`src/hcdg_div_cell.sv`:
```
// hcdg_div_cell: one restoring division step, one quotient bit per cell
// depends on nothing but its ports
`timescale 1ns / 1ps

module hcdg_div_cell #(
	parameter int CNT_W = 17
) (
	input  logic             clk,
	input  logic             en,
	input  logic [CNT_W-1:0] cnt,
	input  logic [CNT_W-1:0] rem_i,
	input  logic [29:0]      quo_i,
	output logic [CNT_W-1:0] rem_o,
	output logic [29:0]      quo_o
);
	logic [CNT_W:0]   r2;
	logic             ge;
	logic [CNT_W:0]   diff;
	logic [CNT_W-1:0] rem_s1;
	logic [29:0]      quo_s1;

	assign r2   = {rem_i, 1'b0};
	assign ge   = r2 >= {1'b0, cnt};
	assign diff = r2 - {1'b0, cnt};

	always_ff @(posedge clk) begin
		if (en) begin
			rem_s1 <= ge ? diff[CNT_W-1:0] : r2[CNT_W-1:0];
			quo_s1 <= {quo_i[28:0], ge};
		end
	end

	assign rem_o = rem_s1;
	assign quo_o = quo_s1;
endmodule

```
`config.mk`:
```
export PLATFORM = sky130hd
export DESIGN_NAME = hcdg_div_cell
export DESIGN_NICKNAME = d
export VERILOG_FILES = /design/src/hcdg_div_cell.sv
export SDC_FILE = /design/constraint.sdc
export NUM_CORES = 1
export LEC_CHECK = 0
export ABC_AREA = 1
export BUFFER_PORTS_ARGS = -buffer_cell sky130_fd_sc_hd__buf_2
export CORE_MARGIN = 2
export CORE_UTILIZATION = 40
export CTS_CLUSTER_DIAMETER = 30
export DETAILED_ROUTE_END_ITERATION = 6
export PLACE_DENSITY_LB_ADDON = 0.15
export SLEW_MARGIN = 5
export SYNTH_ARGS = -nofsm -noshare
export SYNTH_HDL_FRONTEND = slang
export SYNTH_SLANG_ARGS = --single-unit
```
`constraint.sdc`:
```
create_clock -name clk -period 1.82 [get_ports clk]
set_clock_uncertainty 0.1 [all_clocks]
set_input_delay 0.364 -clock clk [delete_from_list [all_inputs] [get_ports clk]]
set_output_delay 0.364 -clock clk [all_outputs]
set_load 0.01 [all_outputs]
```
==> key figures <==
Power and ir drop
  – P per Cell Area: 735.9 nW/um^2
  – Leakage: 2.127 nW
  – Net switching power figure: 0.8938 mW
  – Gate power share: 0.298
  – Sw Share: 0.2924
  – Seq pwr share: 0.441
  – Peak VDD IR: 0.2985 mV
  – Clk pwr share: 0.261
  – P_int: 2.163 mW
  – Final total power: 3.057 mW

Critical path
  – Worst path required time: 1.79 ns
  – Worst path top cell family by delay: simple AND/OR/NAND/NOR gates
  – Worst Path Max Fanout: 7
  – CP Launch Type: primary input
  – WS Path Type: in2reg
  – Max stage delay cell, worst path: ha_1
  – Worst path bufs/invs: 3
  – Crit end category: flop
  – Critical path's largest stage delay: approximately 0.3 ns
  – Cells along the critical path: buf_2 -> inv_1 -> ha_1 -> ha_1 -> nand3_1 -> nor2_2 -> nor2_2 -> nand2_4 -> buf_4 -> nand3_1 -> nand2_1
  – Arrival time worst endpoint: 1.68 ns

Drt
  – DRT iter0 DRCs: just over 70
  – Total Routed Length: 6.748 mm
  – Drt via density: 4.447
  – Vias: 2579
  – DR WL met2: 3.313 mm
  – Highest Signal Layer: met4
  – Drt pass-1 iters: 4
  – Avg WL per Cell: between 10 and 15 um
  – Antenna viol nets, final: 0
  – DRT met1 WL: 2.944 mm
  – DRC Markers: 0
  – DR WL met3: 425 um

Floorplanning
  – Row Count: 30
  – Total Die Area: between 7000 and 8000 um^2
  – # IOs: ~110
  – Die Y-Extent: around 88 um
  – Initial Util: 0.4141
  – Die Width: 88.10 um
  – Core Region: 6832 um^2

STA
  – Final period util: 0.9412
  – Rel. slew slack: 0.8333
  – Achievable frequency: 583.8 MHz
  – Slew of the pin with the lowest slew margin: 0.2500 ns
  – TNS Setup: 0 ns
  – Final Max Slew Viols: 0
  – Min cycle time layout: 1.713 ns
  – Final setup vio count: 0
  – Hold Vio Cnt, Final: 0
  – RSZ-0062 raised after global routing: true

Worst hold path
  – Hold Path Class: in2reg
  – Hold path depth: 1
  – Hold endpoint: quo_o[8]
  – Hold_sp: quo_i[7]

Synth
  – Distinct cells, synth: 25
  – Largest family of logic cells by synthesized area: simple AND/OR/NAND/NOR gates
  – Post-Synth Simple-Gate Area: 0.2844
  – Async set or reset register ratio after synthesis: 0
  – Post-synth top flop: edfxtp_1
  – XOR/XNOR Fraction of Synth Area: 0.02167
  – Yosys reg bits: 47
  – Count leader, synth: nand2_1
  – Synth Area in Compound Gates: 0.01769
  – Syn_area_per_cell: approximately 8.6 um^2
  – Ys Warns: 0
  – Cell type with the largest total area after synthesis: edfxtp_1
  – Post-synth EDFFs: 47
  – Multiplexer share of the synthesized area: 0
  – Area contributors post-synth: edfxtp_1 50%, nand2_1 16%, inv_1 8.5%
  – Post-synthesis adder-cell area fraction: 0.08226
  – Cells after Synth: between 300 and 400
  – Syn nets: approximately 410
  – Sequential share of the synthesized area: 0.4989
  – Cell area after synthesis: 2829 um^2
  – Most frequent cells after synthesis: 118 x nand2_1, 64 x inv_1, 47 x edfxtp_1
  – Top cell type's share of synthesized area: 0.4989

CTS
  – CTS Root Cell: clkbuf_8
  – CTS Buffer Depth: 2
  – Worst-path clk slew: roughly 0.10 ns
  – Sink Count: 47
  – TritonCTS clock tree: done
  – # hold bufs at CTS: 0
  – Postcts setup bufs: 0
  – Htree depth: 2
  – Num CTS Buffers: 5

Global route
  – Tot GR Track Use: 0.1782
  – Global-route wire length before repair: roughly 11 mm
  – Total global routing overflow: 0
  – Largest net degree at the start of global routing: between 40 and 50
  – Initial antenna violation count: 0
  – Vias in the first global route: ~2400

Status
  – Outcome: finished, final reports clean

Final layout
  – # diodes: 0
  – Layout area overhead: 46.84%
  – Fillers: 643
  – Share of cells above drive strength 1: 0.4566
  – Nets: roughly 570

Placement
  – PortBufs: 111
  – Final Wtd Congestion: approximately 0.86
  – DPL Wire Length: 5.404 mm

Job
  – Max Cap Violations: 0
-- sequential cells by signal, indices dropped and copies added (netlist names) --
register and flops:
quo_o 30, rem_o 17
-- logic make-up after synthesis --
family,Yosys count
flops,47
buf+inv,67
simple gates,180
compound gates,10
fa+ha+maj,18
xor+xnor,7
-- how the worst max path moves through the flow --
| stage | cells after the start | slack, ns | to | startpoint |
|---|---|---|---|---|
| global placement | 12 | -0.23 | rem_o[1] | cnt[15] |
| CTS | 12 | 0.07 | rem_o[1] | cnt[15] |
| finish | 11 | 0.11 | rem_o[14] | cnt[1] |
| floorplan | 14 | -0.03 | rem_o[14] | cnt[5] |
| global route | 13 | -0.006 | rem_o[15] | rem_i[6] |
| detailed placement | 12 | -0.27 | rem_o[1] | cnt[15] |
-- layer usage --
layer / track usage / up-vias
met4: 0.04132 / 0
met5: 0 / -
li1: - / 1343
met2: 0.3313 / 77
met1: 0.2128 / 1154
met3: 0.03299 / 5
-- cell type report --
cell class	instances	area, um^2	area share
flip-flops and latches	47	1411	0.3398
multi-input cells	215	1395	0.3358
repair buffers	149	853.3	0.2054
inverters	65	259.0	0.06235
well taps	96	120.1	0.02892
clock buffers	5	68.82	0.01657
clock inverters	3	46.29	0.01114
-- per-stage QoR --
step	instance area (um^2)	utilization	cells	setup slack (ns)	hold WS, ns
2_1_floorplan	3074	-	329	-0.03465	0.3629
3_3_place_gp	4021	0.5886	572	-0.2337	0.4407
3_5_place_dp	4021	0.5886	572	-0.2689	0.4424
4_1_cts	4136	0.6055	580	0.06752	0.1124
5_1_grt	4154	0.6081	580	-0.006298	0.1134
6_report	4154	0.6081	580	0.1070	0.1229
-- cell usage in the layout, fill, tap and decap left out, types with 4 or more instances in the layout --
cell / n
ha_4: 14
inv_2: 12
nand2_1: 112
nor2_2: 5
inv_1: 50
nand2_4: 6
buf_4: 37
nor2_1: 9
buf_2: 111
xor2_1: 5
nand3b_1: 4
nand3_1: 16
nand2_2: 15
a21oi_1: 8
clkbuf_8: 5
edfxtp_1: 47
-- what timing repair did --
item / 4_1_cts / 5_1_grt
endpoints found under the setup margin: 0 / 17
endpoints found under the hold margin: 0 / 0
gates resized for setup: 0 / 7
-- power by group through the flow --
stage	registers, mW	logic, mW	clock network (mW)
6_report	1.35	0.910	0.797
5_1_grt	1.36	1.03	0.857
4_1_cts	1.35	0.915	0.828
3_5_place_dp	1.38	0.911	0
3_3_place_gp	1.37	0.895	0
2_1_floorplan	1.45	0.455	0
Power figures use the tool's default switching activity.
