[config.mk]
export PLATFORM = sky130hd
export DESIGN_NAME = hcdg_sqrt_cell
export DESIGN_NICKNAME = d
export VERILOG_FILES = /design/src/hcdg_sqrt_cell.sv
export SDC_FILE = /design/constraint.sdc
export NUM_CORES = 1
export LEC_CHECK = 0
export BUFFER_PORTS_ARGS = -buffer_cell sky130_fd_sc_hd__buf_2
export CORE_ASPECT_RATIO = 0.9
export CORE_MARGIN = 2
export CORE_UTILIZATION = 52
export CTS_CLUSTER_DIAMETER = 50
export CTS_CLUSTER_SIZE = 25
export DETAILED_ROUTE_END_ITERATION = 10
export GPL_TIMING_DRIVEN = 0
export PLACE_DENSITY = 0.82
export SYNTH_ARGS = -nofsm -noshare
export SYNTH_HDL_FRONTEND = slang
export SYNTH_SLANG_ARGS = --single-unit
[constraint.sdc]
create_clock -name clk -period 4.1 [get_ports clk]
set_input_delay 0.41 -clock clk [delete_from_list [all_inputs] [get_ports clk]]
set_output_delay 0.41 -clock clk [all_outputs]
set_load 0.005 [all_outputs]
[src/hcdg_sqrt_cell.sv]
// hcdg_sqrt_cell: one step of the digit-by-digit integer square root
// carries the cosine along so it stays aligned with the root
`timescale 1ns / 1ps

module hcdg_sqrt_cell #(
	parameter int K = 30
) (
	input  logic        clk,
	input  logic        en,
	input  logic [60:0] rad_i,
	input  logic [61:0] root_i,
	input  logic [30:0] c30_i,
	output logic [60:0] rad_o,
	output logic [61:0] root_o,
	output logic [30:0] c30_o
);
	localparam logic [61:0] BIT = 62'd1 << (2 * K);

	logic [61:0] trial;
	logic [61:0] left;
	logic        take;
	logic [60:0] rad_s1;
	logic [61:0] root_s1;
	logic [30:0] c30_s1;

	assign trial = root_i + BIT;
	assign take  = {1'b0, rad_i} >= trial;
	assign left  = {1'b0, rad_i} - trial;

	always_ff @(posedge clk) begin
		if (en) begin
			rad_s1  <= take ? left[60:0] : rad_i;
			root_s1 <= take ? ((root_i >> 1) + BIT) : (root_i >> 1);
			c30_s1  <= c30_i;
		end
	end

	assign rad_o  = rad_s1;
	assign root_o = root_s1;
	assign c30_o  = c30_s1;
endmodule

==> results of run 1 <==
-- cell families (layout without fill, tap and decap cells) --
logic type | count (synthesis) | count (layout) | synth area share (%)
compound gates | 246 | 246 | 16.94
mux | 54 | 54 | 6.302
xor+xnor | 52 | 52 | 4.769
fa+ha+maj | 62 | 62 | 8.202
flops | 154 | 154 | 48.43
other cells | 0 | 3 | 0
buf+inv | 118 | 460 | 4.874
simple gates | 208 | 208 | 10.48
-- placed cells by master (no fill, tap or decap), types with 16 or more instances in the layout --
master     instances
a21o_1            23
o21ai_0           36
clkbuf_16         17
ha_1              61
buf_2            325
xnor2_1           37
mux2_1            43
nor2_1            53
nand2_1           64
nand4_1           20
o21bai_1          23
clkbuf_1          16
a21oi_1           88
inv_1             85
edfxtp_1         154
-- cells in the mapped netlist (3+ instances only) --
master    instances
or3_1             6
nand3_1          15
a31o_2            4
and3_1            7
mux2_2            6
mux2i_1           5
a221o_1           3
a21oi_1          88
a21boi_0          4
o21bai_1         23
a211oi_1          3
xor2_1           15
a31oi_1           7
xnor2_1          37
nand2b_1          6
and2_1           10
clkbuf_1         15
o21ai_0          36
a21o_1           23
ha_1             61
nand2_1          64
o21ai_2           3
o21ai_1           4
edfxtp_1        154
inv_1            85
nor2b_1           4
nor3_1           11
nor2_1           53
mux2_1           43
o21a_1           12
buf_2            17
and4_1            4
o31ai_1           7
nand4_1          20
-- flip-flops by register name, summed over array words and instances (netlist names) --
signal and count:
rad_o 61, c30_o 31, root_o 62
-- critical path: stages --
cell     delay, ns
buf_2         0.09
inv_1         0.04
ha_1          0.38
nand2_1       0.07
o21ai_0       0.57
nor3_1        0.15
a21oi_2       0.32
and4_1        0.29
o21ai_2       0.10
a31oi_4       0.41
buf_2         0.37
mux2_1        0.38
-- report_power, final --
part / internal, W / switching (W) / total (W)
logic: 0.000479 / 0.000641 / 0.00112
registers: 0.00191 / 0.0000327 / 0.00194
clock network: 0.000926 / 0.000706 / 0.00163
total: 0.00332 / 0.00138 / 0.00470
-- stage by stage --
step           utilization [%]  std cells  worst slack [ns]  total power [W]  area (sq um)
2_1_floorplan                -        894            0.8525         0.002639          9549
3_3_place_gp             62.75       1448            0.3469         0.003051         11400
3_5_place_dp             62.93       1449            0.2978         0.003077         11440
4_1_cts                  66.25       1481            0.7508         0.004714         12040
5_1_grt                  66.28       1483            0.5147         0.004917         12040
6_report                 66.29       1484            0.6761         0.004697         12050
-- routing by layer --
layer	GRT usage, %	wire length, um	up-vias
met2	42.85	12250	335
met3	8.724	2294	37
met5	0	18	-
met1	33.45	10910	3811
met4	5.879	304	2
li1	-	-	3958
-- worst paths after layout --
path / from / endpoint / depth (start not counted)
setup / recovery: root_i[13] / rad_o[4] / 12
hold / removal: c30_i[6] / c30_o[6] / 1
-- cell type report --
| type | count | area (sq um) | area share (%) |
|---|---|---|---|
| timing repair buffer | 310 | 1580 | 13.12 |
| inverter | 85 | 319.1 | 2.649 |
| buffer | 33 | 146.4 | 1.215 |
| tap | 245 | 306.5 | 2.545 |
| clock inverter | 14 | 173.9 | 1.444 |
| antenna | 3 | 7.507 | 0.06232 |
| sequential | 154 | 4624 | 38.39 |
| multi-input combinational | 622 | 4459 | 37.02 |
| clock buffer | 18 | 429.2 | 3.563 |
==> results.sh, run 1 <==
export IMPL_worstSetupPathType="primary input to flop"
export IMPL_drtIter0Drc=630
export IMPL_worstMarginPinSlew_ns=0.8320
export IMPL_cp_start_kind="primary input"
export IMPL_vias_per_cell=5.487
export IMPL_endpoint_kind="flop"
export IMPL_final_nets=1441
export IMPL_final_min_clock_period_ns=3.424
export IMPL_ys_flop_type="edfxtp_1"
export IMPL_max_freq_mhz=292.1
export IMPL_antenna_found_initial=3
export IMPL_cts_resized=0
export IMPL_post_cts_hold_buffer_count=0
export IMPL_synth_nets=1112
export IMPL_core_area_sq_um=18170
export IMPL_ys_async_sr_fraction_pct=0
export IMPL_yosysTopAreaCell="edfxtp_1"
export IMPL_synthTopCellsByArea="edfxtp_1 48%, ha_1 8.0%, mux2_1 5.1%"
export IMPL_syn_area_sq_um=9549
export IMPL_setup_viol=0
export IMPL_die_h_um=132.6
export IMPL_num_rows=47
export IMPL_yosysWarnings=0
export IMPL_cts_sinks=154
export IMPL_grt_max_degree=101
export IMPL_slew_headroom_pct=43.81
export IMPL_seq_area_frac_synth_pct=48.43
export IMPL_avgSynthCellArea_sq_um=10.68
export IMPL_hold_path_class="primary input to flop"
export IMPL_ctsHtreeMaxLevel=4
export IMPL_drive_above_1_share_pct=30.91
export IMPL_synth_seq_cells=154
export IMPL_area_growth_pct=26.15
export IMPL_leakagePower_nw=5.359
export IMPL_totalWireLength_um=25780
export IMPL_synthDominantCellAreaShare_pct=48.43
export IMPL_cts_root_buf="clkbuf_16"
export IMPL_slew_violations=0
export IMPL_cp_arrival_ns=3.59
export IMPL_drc=0
export IMPL_grtUsageTotal_pct=25.98
export IMPL_grt_pass1_vias=7744
export IMPL_power_density_nw_per_um2=389.9
export IMPL_max_cap_violations=0
export IMPL_grt_first_pass_wirelength_um=39680
export IMPL_clkSlewWorstSetupHoldPaths_ns=0.07
export IMPL_cts_tree="done"
export IMPL_start_util_pct=52.55
export IMPL_fin_setup_tns_ns=0
export IMPL_fp_dieArea_sq_um=19470
export IMPL_ant_nets=0
export IMPL_hold_ws_ns=0.1467
export IMPL_port_buffers=309
export IMPL_ir_drop_v=0.0002996
export IMPL_hpwl_um=19900
export IMPL_numCtsBuffers=17
export IMPL_grt_overflow=0
export IMPL_gp_congestion=0.9561
export IMPL_cts_setup_buffers=0
export IMPL_finalHoldViolCount=0
export IMPL_period_share_pct=83.51
export IMPL_synth_edf_count=154
export IMPL_crit_required_ns=4.27
export IMPL_rsz0062_at_grt="no"
export IMPL_vias=8143
export IMPL_wl_per_cell_um=17.37
export IMPL_drtPass1Iterations=6
export IMPL_status="completed"
export IMPL_ios=310
export IMPL_nFillCells=1466
export IMPL_critPathMaxFanout=10
export IMPL_dieWidth_um=146.8
export IMPL_synthCells=894
export IMPL_ys_types=63
export IMPL_clockBufferDepth=2
Note: power is estimated with default switching activity, not from simulation.
==> run 2: changes to the inputs <==
==> constraint.sdc (replaced) <==
create_clock -name clk -period 3.45 [get_ports clk]
set_input_delay 0.345 -clock clk [delete_from_list [all_inputs] [get_ports clk]]
set_output_delay 0.345 -clock clk [all_outputs]
set_load 0.005 [all_outputs]
==> run 2 against run 1 <==
  * Critical path depth stayed put
  * Global-route usage did not move
  * Sequential share of layout area about the same
  * Routed wire length is essentially flat
  * Worst hold slack worse by 0.066 ns
  * Non-clock buffer count did not move
  * Clock power up 19%
  * Sequential power is 19% higher
==> results.sh, run 2 (synthesized netlist as in run 1, its figures left out) <==
export IMPL_worstSetupPathType="primary input to flop"
export IMPL_drive_above_1_share_pct=30.99
export IMPL_max_freq_mhz=299.5
export IMPL_largest_reg_flops=62
export IMPL_cts_sinks=154
export IMPL_grt_max_degree=101
export IMPL_antenna_found_initial=3
export IMPL_hold_path_class="primary input to flop"
export IMPL_clockBufferDepth=2
export IMPL_final_nets=1441
export IMPL_cp_start_kind="primary input"
export IMPL_grt_pass1_vias=7744
export IMPL_finalHoldViolCount=0
export IMPL_cts_tree="done"
export IMPL_period_share_pct=96.79
export IMPL_grtUsageTotal_pct=25.98
export IMPL_post_cts_hold_buffer_count=0
export IMPL_drc=0
export IMPL_vias_per_cell=5.494
export IMPL_grt_first_pass_wirelength_um=39680
export IMPL_final_min_clock_period_ns=3.339
export IMPL_ctsHtreeMaxLevel=4
export IMPL_leakagePower_nw=5.362
export IMPL_drtIter0Drc=630
export IMPL_status="completed"
export IMPL_core_area_sq_um=18170
export IMPL_clkSlewWorstSetupHoldPaths_ns=0.07
export IMPL_area_growth_pct=26.17
export IMPL_ir_drop_v=0.0003563
export IMPL_dieWidth_um=146.8
export IMPL_drtPass1Iterations=6
export IMPL_totalWireLength_um=25770
export IMPL_hold_ws_ns=0.08107
export IMPL_slew_headroom_pct=44.95
export IMPL_fp_dieArea_sq_um=19470
export IMPL_gp_congestion=0.9561
export IMPL_endpoint_kind="flop"
export IMPL_rsz0062_at_grt="no"
export IMPL_final_cell_mix="325 x buf_2, 154 x edfxtp_1, 88 x a21oi_1, 85 x inv_1, 64 x nand2_1"
export IMPL_wl_per_cell_um=17.36
export IMPL_cp_arrival_ns=3.51
export IMPL_numCtsBuffers=17
export IMPL_finish_utilization_pct=66.30
export IMPL_critPathMaxFanout=10
export IMPL_ios=310
export IMPL_max_cap_violations=0
export IMPL_port_buffers=309
export IMPL_slew_violations=0
export IMPL_ant_nets=0
export IMPL_grt_overflow=0
export IMPL_vias=8153
export IMPL_power_density_nw_per_um2=463.3
export IMPL_worstMarginPinSlew_ns=0.8150
export IMPL_cts_root_buf="clkbuf_16"
export IMPL_start_util_pct=52.55
export IMPL_hpwl_um=19900
export IMPL_crit_required_ns=3.62
export IMPL_die_h_um=132.6
export IMPL_layout_commonest_cell="buf_2"
export IMPL_setup_viol=0
export IMPL_num_rows=47
[run 2: worst max-delay path, cell delays in order]
cell and delay, ns:
buf_2 0.09, inv_1 0.04, ha_1 0.38, nand2_1 0.07, o21ai_0 0.54, nor3_1 0.15
a21oi_2 0.32, and4_1 0.29, o21ai_2 0.10, a31oi_4 0.41, buf_2 0.37, mux2_1 0.38
[run 2: final timing paths]
| check | start | endpoint | slack [ns] | depth (start not counted) |
|---|---|---|---|---|
| max | root_i[13] | rad_o[4] | 0.11 | 12 |
| min | c30_i[6] | c30_o[6] | 0.08 | 1 |
[run 2: area by class of cell]
type	instances	area [sq um]
Tap cell	245	306.5
Multi-Input combinational cell	622	4459
Timing Repair Buffer	310	1580
Fill cell	1465	6123
Inverter	85	319.1
Clock buffer	18	429.2
Buffer	33	147.6
Sequential cell	154	4624
Antenna cell	3	7.507
Clock inverter	14	173.9
[run 2: through the flow]
stage / instance area (sq um) / total power, W / std cells / setup TNS [ns] / setup slack (ns)
2_1_floorplan: 9549 / 0.003137 / 894 / 0 / 0.2675
3_3_place_gp: 11400 / 0.003626 / 1448 / -8.977 / -0.2381
3_5_place_dp: 11440 / 0.003656 / 1449 / -11.39 / -0.2873
4_1_cts: 12040 / 0.005602 / 1481 / 0 / 0.1658
5_1_grt: 12050 / 0.005843 / 1483 / 0 / 0.009384
6_report: 12050 / 0.005582 / 1484 / 0 / 0.1107
[run 2: metal layers]
metal	GRT usage, %	vias to the layer above	share of wire (%)
li1	-	3959	-
met1	33.45	3795	42
met2	42.85	362	47
met3	8.724	35	9.1
met4	5.879	2	1.2
met5	0	-	0.070
[run 2: repair_timing]
action | in CTS | in global routing
buffers inserted | 0 | 0
resized for setup | 0 | 2
endpoints found under the setup margin | 0 | 5
[run 2: power by group]
part	total, W	leakage [nW]	internal (W)	switching (W)
clock	0.00194	0.295	0.00110	0.000840
sequential	0.00231	1.51	0.00227	0.0000391
combinational	0.00133	3.56	0.000570	0.000762
total	0.00558	5.36	0.00394	0.00164
